`src/sst_pkg.sv`:
```
// ----------------------------------------------------------------------------
// sst_pkg: shared types and constants of the station session table
// Holds the request kind and status codes and the controller/datapath links.
// ----------------------------------------------------------------------------
package sst_pkg;

  localparam int KIND_W   = 2;
  localparam int NUM_W    = 8;
  localparam int STATUS_W = 3;
  localparam int SLOT_W   = 4;
  localparam int OPEN_W   = 5;
  localparam int UCNT_W   = 9;
  localparam int KEY_W    = 3 * NUM_W;
  localparam int APB_AW   = 3;
  localparam int APB_DW   = 32;

  // apb register offsets (byte address bit 2 selects the register)
  localparam logic REG_USER_COUNT = 1'b0;

  typedef enum logic [KIND_W-1:0] {
    KIND_OPEN   = 2'd0,
    KIND_CLOSE  = 2'd1,
    KIND_LOOKUP = 2'd2
  } kind_t;

  typedef enum logic [STATUS_W-1:0] {
    ST_OK           = 3'd0,
    ST_UNKNOWN_USER = 3'd1,
    ST_ALREADY_OPEN = 3'd2,
    ST_BAD_PASSWORD = 3'd3,
    ST_TABLE_FULL   = 3'd4,
    ST_NOT_OPEN     = 3'd5
  } status_t;

  // controller to datapath
  typedef struct packed {
    logic start;   // latch request, clear scan flags
    logic issue;   // read the next slot
    logic finish;  // commit the request and load the result register
  } sst_cmd_t;

  // datapath to controller
  typedef struct packed {
    logic last_issue;  // the read being issued is the last slot
  } sst_sts_t;

endpackage

```
`src/sst_ram.sv`:
```
// ----------------------------------------------------------------------------
// sst_ram: generic single write port, single read port ram
// Read data is registered; contents are undefined until written.
// ----------------------------------------------------------------------------
module sst_ram #(
  parameter int WIDTH = 24,
  parameter int DEPTH = 16,
  parameter int AW    = (DEPTH > 1) ? $clog2(DEPTH) : 1
) (
  input  logic             clk,
  input  logic             we,
  input  logic [AW-1:0]    waddr,
  input  logic [WIDTH-1:0] wdata,
  input  logic [AW-1:0]    raddr,
  output logic [WIDTH-1:0] rdata
);

  logic [WIDTH-1:0] mem [DEPTH];
  logic [WIDTH-1:0] rdata_r;

  always_ff @(posedge clk) begin
    if (we) begin
      mem[waddr] <= wdata;
    end
    rdata_r <= mem[raddr];
  end

  assign rdata = rdata_r;

endmodule

```
`src/sst_ctrl.sv`:
```
// ----------------------------------------------------------------------------
// sst_ctrl: request sequencer of the station session table
// Accepts a request, runs the slot scan, then commits and hands the result on.
// ----------------------------------------------------------------------------
module sst_ctrl (
  input  logic              clk,
  input  logic              rst_n,
  input  logic              in_valid,
  output logic              in_stall,
  output logic              out_valid,
  input  logic              out_stall,
  output sst_pkg::sst_cmd_t cmd,
  input  sst_pkg::sst_sts_t sts
);
  import sst_pkg::*;

  typedef enum logic [1:0] {
    S_IDLE,
    S_SCAN,
    S_DRAIN,
    S_FINISH
  } state_t;

  state_t state_r;
  logic   out_valid_r;
  logic   out_free;

  assign out_free = !out_valid_r || !out_stall;

  always_comb begin
    cmd        = '0;
    cmd.start  = (state_r == S_IDLE) && in_valid;
    cmd.issue  = (state_r == S_SCAN);
    cmd.finish = (state_r == S_FINISH) && out_free;
  end

  always_ff @(posedge clk) begin
    if (!rst_n) begin
      state_r     <= S_IDLE;
      out_valid_r <= 1'b0;
    end else begin
      // a commit loads the result; otherwise a taken result empties the slot
      if (cmd.finish) begin
        out_valid_r <= 1'b1;
      end else if (!out_stall) begin
        out_valid_r <= 1'b0;
      end
      unique case (state_r)
        S_IDLE: begin
          if (in_valid) begin
            state_r <= S_SCAN;
          end
        end
        S_SCAN: begin
          if (sts.last_issue) begin
            state_r <= S_DRAIN;
          end
        end
        S_DRAIN: begin
          state_r <= S_FINISH;
        end
        S_FINISH: begin
          if (out_free) begin
            state_r <= S_IDLE;
          end
        end
        default: begin
          state_r <= S_IDLE;
        end
      endcase
    end
  end

  assign in_stall  = (state_r != S_IDLE);
  assign out_valid = out_valid_r;

endmodule

```
`src/sst_dp.sv`:
```
// ----------------------------------------------------------------------------
// sst_dp: session table datapath
// Slot store, valid bits, scan compare, request decision and result register.
// ----------------------------------------------------------------------------
module sst_dp #(
  parameter int SESSION_SLOTS = 16,
  parameter int USER_SLOTS    = 256
) (
  input  logic                            clk,
  input  logic                            rst_n,
  input  sst_pkg::sst_cmd_t               cmd,
  output sst_pkg::sst_sts_t               sts,
  input  logic [sst_pkg::UCNT_W-1:0]      user_count,
  input  logic [sst_pkg::KIND_W-1:0]      in_kind,
  input  logic [sst_pkg::NUM_W-1:0]       in_user_number,
  input  logic [sst_pkg::NUM_W-1:0]       in_net_number,
  input  logic [sst_pkg::NUM_W-1:0]       in_station_number,
  input  logic                            in_password_ok,
  output logic [sst_pkg::STATUS_W-1:0]    out_status,
  output logic [sst_pkg::SLOT_W-1:0]      out_slot,
  output logic [sst_pkg::OPEN_W-1:0]      out_open_sessions,
  output logic [$clog2(SESSION_SLOTS+1)-1:0] open_count
);
  import sst_pkg::*;

  localparam int IW = (SESSION_SLOTS > 1) ? $clog2(SESSION_SLOTS) : 1;
  localparam int CW = $clog2(SESSION_SLOTS + 1);

  // request
  logic [KIND_W-1:0] req_kind_r;
  logic [NUM_W-1:0]  req_user_r;
  logic [NUM_W-1:0]  req_net_r;
  logic [NUM_W-1:0]  req_stn_r;
  logic              req_pw_r;
  logic [KEY_W-1:0]  req_key;

  // scan
  logic [CW-1:0]            cnt_r;
  logic                     cmp_vld_r;
  logic [IW-1:0]            cmp_idx_r;
  logic [SESSION_SLOTS-1:0] valid_r;
  logic [KEY_W-1:0]         rd_data;
  logic                     hit;
  logic                     free;
  logic                     found_r;
  logic [IW-1:0]            found_idx_r;
  logic                     free_found_r;
  logic [IW-1:0]            free_idx_r;
  logic [CW-1:0]            count_r;

  // decision
  logic          known;
  status_t       dec_status;
  logic [IW-1:0] dec_slot;
  logic          do_open;
  logic          do_close;
  logic [CW-1:0] count_nxt;

  // result register
  status_t             out_status_r;
  logic [SLOT_W-1:0]   out_slot_r;
  logic [OPEN_W-1:0]   out_open_r;

  assign req_key = {req_user_r, req_net_r, req_stn_r};

  sst_ram #(
    .WIDTH (KEY_W),
    .DEPTH (SESSION_SLOTS),
    .AW    (IW)
  ) u_key_ram (
    .clk   (clk),
    .we    (cmd.finish && do_open),
    .waddr (free_idx_r),
    .wdata (req_key),
    .raddr (cnt_r[IW-1:0]),
    .rdata (rd_data)
  );

  always_comb begin
    sts            = '0;
    sts.last_issue = (cnt_r == CW'(SESSION_SLOTS - 1));
  end

  assign hit  = cmp_vld_r && valid_r[cmp_idx_r] && (rd_data == req_key);
  assign free = cmp_vld_r && !valid_r[cmp_idx_r];

  assign known = (req_user_r < user_count) && (int'(req_user_r) < USER_SLOTS);

  always_comb begin
    dec_status = ST_NOT_OPEN;
    dec_slot   = '0;
    do_open    = 1'b0;
    do_close   = 1'b0;
    unique case (req_kind_r)
      KIND_OPEN: begin
        priority if (!known) begin
          dec_status = ST_UNKNOWN_USER;
        end else if (found_r) begin
          dec_status = ST_ALREADY_OPEN;
        end else if (!req_pw_r) begin
          dec_status = ST_BAD_PASSWORD;
        end else if (!free_found_r) begin
          dec_status = ST_TABLE_FULL;
        end else begin
          dec_status = ST_OK;
          dec_slot   = free_idx_r;
          do_open    = 1'b1;
        end
      end
      KIND_CLOSE: begin
        if (known && found_r) begin
          dec_status = ST_OK;
          dec_slot   = found_idx_r;
          do_close   = 1'b1;
        end
      end
      KIND_LOOKUP: begin
        if (found_r) begin
          dec_status = ST_OK;
          dec_slot   = found_idx_r;
        end
      end
      default: begin
        dec_status = ST_NOT_OPEN;
      end
    endcase
  end

  always_comb begin
    count_nxt = count_r;
    if (do_open) begin
      count_nxt = count_r + CW'(1);
    end else if (do_close) begin
      count_nxt = count_r - CW'(1);
    end
  end

  // control state
  always_ff @(posedge clk) begin
    if (!rst_n) begin
      cnt_r        <= '0;
      cmp_vld_r    <= 1'b0;
      found_r      <= 1'b0;
      free_found_r <= 1'b0;
      valid_r      <= '0;
      count_r      <= '0;
    end else begin
      cmp_vld_r <= cmd.issue;
      if (cmd.start) begin
        cnt_r        <= '0;
        found_r      <= 1'b0;
        free_found_r <= 1'b0;
      end else begin
        if (cmd.issue) begin
          cnt_r <= cnt_r + CW'(1);
        end
        if (hit) begin
          found_r <= 1'b1;
        end
        if (free) begin
          free_found_r <= 1'b1;
        end
      end
      if (cmd.finish) begin
        count_r <= count_nxt;
        if (do_open) begin
          valid_r[free_idx_r] <= 1'b1;
        end
        if (do_close) begin
          valid_r[found_idx_r] <= 1'b0;
        end
      end
    end
  end

  // payload
  always_ff @(posedge clk) begin
    if (cmd.start) begin
      req_kind_r <= in_kind;
      req_user_r <= in_user_number;
      req_net_r  <= in_net_number;
      req_stn_r  <= in_station_number;
      req_pw_r   <= in_password_ok;
    end
    cmp_idx_r <= cnt_r[IW-1:0];
    // lowest slot wins: only the first hit and the first free slot are kept
    if (hit && !found_r) begin
      found_idx_r <= cmp_idx_r;
    end
    if (free && !free_found_r) begin
      free_idx_r <= cmp_idx_r;
    end
    if (cmd.finish) begin
      out_status_r <= dec_status;
      out_slot_r   <= SLOT_W'(dec_slot);
      out_open_r   <= OPEN_W'(count_nxt);
    end
  end

  assign out_status        = out_status_r;
  assign out_slot          = out_slot_r;
  assign out_open_sessions = out_open_r;
  assign open_count        = count_r;

endmodule

```
`src/station_session_table_unit.sv`:
```
// ----------------------------------------------------------------------------
// station_session_table_unit: login session table keyed by user and station
// Opens, closes and looks up sessions in a fixed table of session slots.
// ----------------------------------------------------------------------------
// usage
//   input channel: in_valid/in_stall with kind, user, network, station and
//   password flag; one transfer is one request
//   result channel: out_valid/out_stall with status, slot and the number of
//   open sessions after the request; every request gives one transfer
//   apb port: user_count at byte address 0, written while the block is idle
// timing
//   the key store has one read port and is walked one slot per cycle; the
//   whole table is scanned, then the result is committed and loaded once
//   the output register is free
//   in_stall is high from the cycle after a transfer until the result is
//   loaded into the output register, so a new request is taken while an
//   earlier result still waits there
// reset and stall
//   rst_n is synchronous; it clears all valid bits, the open count and
//   user_count, so no session is open and every user is unknown
//   while out_stall is high the result holds; if a result is held, a finished
//   request waits in the controller before it commits
// ----------------------------------------------------------------------------
module station_session_table_unit #(
  parameter int SESSION_SLOTS = 16,
  parameter int USER_SLOTS    = 256
) (
  input  logic                         clk,
  input  logic                         rst_n,
  // request channel
  input  logic                         in_valid,
  output logic                         in_stall,
  input  logic [sst_pkg::KIND_W-1:0]   in_kind,
  input  logic [sst_pkg::NUM_W-1:0]    in_user_number,
  input  logic [sst_pkg::NUM_W-1:0]    in_net_number,
  input  logic [sst_pkg::NUM_W-1:0]    in_station_number,
  input  logic                         in_password_ok,
  // result channel
  output logic                         out_valid,
  input  logic                         out_stall,
  output logic [sst_pkg::STATUS_W-1:0] out_status,
  output logic [sst_pkg::SLOT_W-1:0]   out_slot,
  output logic [sst_pkg::OPEN_W-1:0]   out_open_sessions,
  // apb configuration port
  input  logic                         psel,
  input  logic                         penable,
  input  logic                         pwrite,
  input  logic [sst_pkg::APB_AW-1:0]   paddr,
  input  logic [sst_pkg::APB_DW-1:0]   pwdata,
  output logic [sst_pkg::APB_DW-1:0]   prdata,
  output logic                         pready
);
  import sst_pkg::*;

  localparam int CW = $clog2(SESSION_SLOTS + 1);

  sst_cmd_t          cmd;
  sst_sts_t          sts;
  logic [UCNT_W-1:0] user_count_r;
  logic              cfg_wr;
  logic [CW-1:0]     open_count;

  // ---------------------------------------------------------------- apb port
  // register select is address bit 2; the low byte-lane bits are ignored
  assign pready = 1'b1;
  assign cfg_wr = psel && penable && pwrite && (paddr[2] == REG_USER_COUNT);

  always_ff @(posedge clk) begin
    if (!rst_n) begin
      user_count_r <= '0;
    end else if (cfg_wr) begin
      user_count_r <= pwdata[UCNT_W-1:0];
    end
  end

  always_comb begin
    prdata = '0;
    if (paddr[2] == REG_USER_COUNT) begin
      prdata = APB_DW'(user_count_r);
    end
  end

  // -------------------------------------------------------------- controller
  sst_ctrl u_ctrl (
    .clk       (clk),
    .rst_n     (rst_n),
    .in_valid  (in_valid),
    .in_stall  (in_stall),
    .out_valid (out_valid),
    .out_stall (out_stall),
    .cmd       (cmd),
    .sts       (sts)
  );

  // ---------------------------------------------------------------- datapath
  sst_dp #(
    .SESSION_SLOTS (SESSION_SLOTS),
    .USER_SLOTS    (USER_SLOTS)
  ) u_dp (
    .clk               (clk),
    .rst_n             (rst_n),
    .cmd               (cmd),
    .sts               (sts),
    .user_count        (user_count_r),
    .in_kind           (in_kind),
    .in_user_number    (in_user_number),
    .in_net_number     (in_net_number),
    .in_station_number (in_station_number),
    .in_password_ok    (in_password_ok),
    .out_status        (out_status),
    .out_slot          (out_slot),
    .out_open_sessions (out_open_sessions),
    .open_count        (open_count)
  );

  // -------------------------------------------------------------- assertions
`ifndef NO_ASSERTIONS
  // one request at a time: a transfer closes the input until its result
  a_busy_after_accept: assert property (@(posedge clk) disable iff (!rst_n)
    in_valid && !in_stall |=> in_stall)
    else $error("request taken while another is in progress");

  // the open count never passes the table size
  a_count_bounded: assert property (@(posedge clk) disable iff (!rst_n)
    int'(open_count) <= SESSION_SLOTS)
    else $error("open session count above table size");

  // a failed request reports slot zero
  a_error_slot_zero: assert property (@(posedge clk) disable iff (!rst_n)
    out_valid && (out_status != ST_OK) |-> out_slot == '0)
    else $error("nonzero slot with error status");

  // the open count only changes when a result is committed
  a_count_on_commit: assert property (@(posedge clk) disable iff (!rst_n)
    !cmd.finish |=> $stable(open_count))
    else $error("open count changed outside a commit");
`endif

endmodule
```
`config.mk`:
```
export PLATFORM = sky130hd
export DESIGN_NAME = station_session_table_unit
export DESIGN_NICKNAME = d
export VERILOG_FILES = /design/src/sst_pkg.sv /design/src/sst_ram.sv /design/src/sst_ctrl.sv /design/src/sst_dp.sv /design/src/station_session_table_unit.sv
export SDC_FILE = /design/constraint.sdc
export NUM_CORES = 1
export LEC_CHECK = 0
export BUFFER_PORTS_ARGS = -buffer_cell sky130_fd_sc_hd__buf_2
export CAP_MARGIN = 20
export CORE_MARGIN = 2
export CORE_UTILIZATION = 55
export CTS_CLUSTER_SIZE = 14
export DETAILED_ROUTE_END_ITERATION = 10
export PLACE_DENSITY = 0.73
export SLEW_MARGIN = 30
export SYNTH_ARGS = -nofsm -noshare
export SYNTH_HDL_FRONTEND = slang
export SYNTH_SLANG_ARGS = --single-unit
```
`constraint.sdc`:
```
create_clock -name clk -period 4.2 [get_ports clk]
set_clock_uncertainty 0.1 [all_clocks]
set_input_delay 0.42 -clock clk [delete_from_list [all_inputs] [get_ports clk]]
set_output_delay 0.42 -clock clk [all_outputs]
set_load 0.005 [all_outputs]
```
# Word level (Yosys, flattened, before mapping)
# Memory sizes are Yosys's and may differ from the RTL's. A register that Yosys moved wholly into a read port is not among the register bits.
# Index checks and enable logic that the tools add are counted.
# totals
ff_bits,92
ram_bits,384
out_inout_bits,47
mem_count,1
# op_classes
add_sub_neg,3
order_cmp,6
n_eq_ne,11
mux,42
n_bitwise,5
reduce_logical,25
# mem_list
name,words,width,rd,rd_clocked_by_memory_dff,wr,line_no,source
u_dp.u_key_ram.mem,16,24,1,1,1,sst_ram.sv:18,logic [WIDTH-1:0] mem [DEPTH];
# ops
operator,count
$mux W16,4
$eq A24 B24 Y1,1
$mux W4,6
$mux W3,6
$and A16 B16 Y16,1
$not A16 Y16,1
$or A16 B16 Y16,1
$lt A4 B5 Y1 const B,3
$logic_and A1 B1 Y1,14
$mux W1,14
$pmux W4 S3,1
$add A5 B1 Y5 const B,2
$mux W5,2
$lt A8 B9 Y1,1
$mux W9,1
$pmux W3 S3,1
$demux W1 S4,2
$ge A4 B1 Y1 const B,2
$pmux W2 S4,1
$eq A2 B2 Y1 const B,3
$mux W2,3
$eq A5 B4 Y1 const B,1
$logic_not A1 Y1,5
$sub A5 B1 Y5 const B,1
10 further kinds,15

# Logic depth before layout (Yosys ltp)
# logic_depth
ltp_word,10
ltp_mapped,8
mapped_depth_nobuf,7

# Modules after synthesis
# Synthesis repeated with hierarchy kept, for this count alone.
# hier_totals
cells_unflattened,1037
hier_area_um2,19508.7
# by_module_without_submodules
module,instances,cells_per_inst,area_each_um2,seq_area_each_um2
sst_ram,1,636,14930.6,12011.5
sst_dp,1,302,3727.3,2072.0
station_session_table_unit,1,75,634.4,180.2
sst_ctrl,1,24,216.5,60.1

# Worst setup path before layout
# No wires, ideal clock.
# synth_path
path_kind,flip-flop to flip-flop
startpoint,register u_ctrl.state_r[1]
endpoint,memory u_dp.u_key_ram.mem[5][0] (enable)
setup_time_ns,0.406
arrival_ns,3.046
required_ns,3.694
slack_ns,0.647
stages_incl_launch_ff,7
n_path_buf,1
period_less_slack_ns,3.553
cell_sequence,dfxtp_1 -> ha_1 -> a21boi_1 -> o21ai_0 -> a21o_1 -> buf_2 -> nor2_1
# synth_rtl
item,line_no,source
start: declaration,sst_ctrl.sv:24,state_t state_r;
start signal: assignment,sst_ctrl.sv:39,state_r <= S_IDLE;
start signal: assignment,sst_ctrl.sv:51,state_r <= S_SCAN;
start signal: assignment,sst_ctrl.sv:56,state_r <= S_DRAIN;
end: declaration,sst_ram.sv:18,

# Worst setup path after layout
# layout_path
startpoint,register u_dp.req_user_r[5]
endpoint,memory u_dp.u_key_ram.mem[6][19] (enable)
# layout_via
elab_chain_cells,6
# layout_lines
item,line_no,source
start: declaration,sst_dp.sv:31,logic [NUM_W-1:0] req_user_r;
start signal: assignment,sst_dp.sv:180,req_user_r <= in_user_number;
$lt A8 B9 Y1,sst_dp.sv:87,assign known = (req_user_r < user_count) && (int'(req_user_r) < USER_SLOTS);
$mux W1,sst_dp.sv:96,priority if (!known) begin
$mux W1,sst_dp.sv:94,unique case (req_kind_r)
$logic_and A1 B1 Y1,sst_dp.sv:72,".we (cmd.finish && do_open),"
$mux W1,sst_ram.sv:22,if (we) begin
$mux W1 (not written as such),sst_ram.sv:23,mem[waddr] <= wdata;
# No other way between the ends.

==> impl_results.md <==
* Top_reg_cell synth: edfxtp_1
* Critical Path Start Type: flip-flop
* Power Dens Cells at approximately 520 nW/um^2
* Hpwl dp at 21700 microns
* WP data arrival at 3480 ps
* Area of placed instances at around 20000 sq um
* Fin crit period at between 3000 and 4000 ps
* Port Buffers at between 60 and 70
* Die Y at about 190 microns
* Period utilization at 79.4%
* Final cell count without fillers at 1605
* I/O pin cnt at between 100 and 150
* Ant diodes at 0
* Setup TNS at 0 ps
* Outcome: finished clean
* Clock sinks at 500
* DIE WIDTH at around 190 microns
* Layout area overhead at 14.8%
* Final Cell Area at 22300 sq um
* Share of the synthesized area in the top cell type at 66.7%
* Largest net degree at the start of global routing at 66
* Global placement routability congestion at 0.808
* Initial antenna violation count at 0
* Via Count at between 9000 and 10000
* Syn Inst Count at between 900 and 1000
* HP Class: in -> reg
* Buffer depth of the longest clock path at 3
* Ys async rst share at 0%
* Via-per-instance ratio at 5.92
* Synth Register Bits at 500
* Total track usage at between 20% and 30%
* Synth area leaders: edfxtp_1, mux4_2, dfxtp_1
* First-pass GRT wire length at just under 60000 microns
* Detailed Routing Iterations Pass 1 at 5
* Die area at about 37000 sq um
* Slew at the pin with the worst max-slew slack at a little over 800 ps
* Setup-failing EPs final at 0
* Hold endpoint: user_count_r[8]
* Post-CTS Setup Bufs at 0
* NumNets Final at 1194
* Cts bufs inserted at 50
* Final total power at 11.7 mW
* EDFF count, synth at ~430
* Fmax at roughly 300 MHz
* Post-synthesis sequential area ratio at between 70% and 80%
* Placed cells at between 1000 and 1500
* Drt drc at 0
* Critical R2R Launch: u_dp.req_user_r[5]
* Pins Over Slew Limit at 0
* Initial core utilization at roughly 56%
* Num rows at just under 70
* Most frequent cells after synthesis: edfxtp_1, mux4_2, dfxtp_1
* Hold wc startpoint: pwdata[8]
* Dominant cell type by area after synthesis: edfxtp_1
* Hold path depth at 3
* TritonCTS clock tree: built
* Reg clk slew, reported paths at 60 ps
* Vias in the first global route at 9811
* Max-cap violation count at 0
* Final WL at 38300 microns
* VDD IR max at roughly 0.36 mV
* Root buf cell: clkbuf_16
* R2R Path End: u_dp.u_key_ram.mem[6][19]
* Global route total overflow at 0
* Core area at 34600 sq um
* Yosys cell types at 55
* Worst R2R Path Depth at 7
* Slew headroom at 45.8%
* Hold Vio Cnt, Final at 0
* Initial DRC count at just under 800
* Worst-Skew Late Latency at roughly 550 ps
* Worst path required time at between 4000 and 5000 ps
* Crit path capture type: flip-flop
* Register-to-register setup slack at 860 ps
* Top-count cell post-synth: edfxtp_1
* Leak at roughly 7.3 nW
* Layout cells sized above 1 at 28.3%
* YS warnings at 0
* Post-layout util at between 60% and 70%
* Unrepaired setup endpoints after global routing: false
* Routed WL per cell at approximately 24 microns
* Syn_area_per_cell at about 20 sq um
* Worst Path Max Fanout at 22
* Critical Setup Path Class: reg -> reg
* Max H-tree Level at 2
* Detail Route Antenna Nets at 0
* Netlist Area Pre-Place at 19400 sq um
[worst max-delay path: stages, from the launching register on]
cell and delay (ps):
edfxtp_1 630, ha_1 330, a211oi_2 360, o21ai_0 230
a21o_1 200, buf_4 270, nor3_4 590, buf_12 280
[state kept, by name (all words and copies together) (netlist names), 2 cells and up]
signal                  flops
user_count_r                9
u_dp.req_kind_r             2
u_dp.open_count             5
u_dp.out_status             3
u_dp.free_idx_r             4
u_dp.req_net_r              8
u_dp.cmp_idx_r              4
u_dp.u_key_ram.rdata       24
u_dp.found_idx_r            4
u_ctrl.state_r              2
u_dp.req_stn_r              8
u_dp.cnt_r                  5
u_dp.req_user_r             8
u_dp.valid_r               16
u_dp.out_open_sessions      5
u_dp.out_slot               4
u_dp.u_key_ram.mem        384
[power by group]
part           leakage, nW  switching, mW  internal, mW
logic                 2.06          0.667         0.742
registers             4.46          0.377          5.81
clock network        0.744           1.76          2.33
total                 7.26           2.80          8.88
[cells by family after synthesis]
family / after synthesis / share of synthesized area, %
fa+ha+maj: 16 / 1.03
flops: 500 / 73.8
mux: 129 / 14.7
other cells: 2 / 0.0387
simple gates: 136 / 3.78
compound gates: 69 / 2.75
buf+inv: 84 / 2.42
xor+xnor: 32 / 1.44
[through the flow]
step / worst slack, ps / hold slack [ps]
floorplan: 647 / 226
global placement: 949 / 343
detailed placement: 852 / 347
CTS: 828 / 8.44
global route: 692 / 25.8
finish: 865 / 29.2
[final cells by class]
class	count	area, sq um
inverters	18	67.6
clock buffers	74	1410
flip-flops and latches	500	14300
well taps	455	569
clock inverters	19	101
multi-input cells	406	4800
fillers	2282	12400
repair buffers	133	996
[what timing repair did]
action	4_1_cts	5_1_grt
gates resized for setup	0	0
endpoints found under the setup margin	0	0
hold endpoints to repair	35	0
hold buffers	35	0
[routing by layer]
metal	vias up	part of all wire, %	GRT usage, %
li1	4177	-	-
met1	4917	43	31.5
met2	342	49	35.2
met3	61	5.8	3.60
met4	0	1.9	5.30
met5	-	0	0
[cell usage in the layout, fill, tap and decap left out, types with 16 or more instances in the layout]
cell type and count:
conb_1 24, buf_4 26, edfxtp_1 431, dlygate4sd3_1 35, dfxtp_1 66, mux4_2 125, ha_1 16, inv_1 17
nand2_1 38, xnor2_1 28, clkbuf_1 18, nor2_1 27, a21oi_1 19, clkbuf_16 51, buf_2 66
[how the worst max path moves through the flow]
stage	startpoint	endpoint	slack [ps]	cells after the start
final	u_dp.req_user_r[5]	u_dp.u_key_ram.mem[6][19]	860	7
after global routing	u_dp.req_user_r[2]	u_dp.u_key_ram.mem[7][17]	690	7
after CTS	u_dp.req_user_r[4]	u_dp.u_key_ram.mem[6][17]	830	7
after floorplan	u_ctrl.state_r[1]	u_dp.u_key_ram.mem[5][0]	650	6
after detailed placement	u_dp.req_user_r[4]	u_dp.u_key_ram.mem[6][2]	850	7
after global placement	u_dp.req_user_r[4]	u_dp.u_key_ram.mem[6][5]	950	7
No activity file was read; power rests on OpenSTA's default activity.
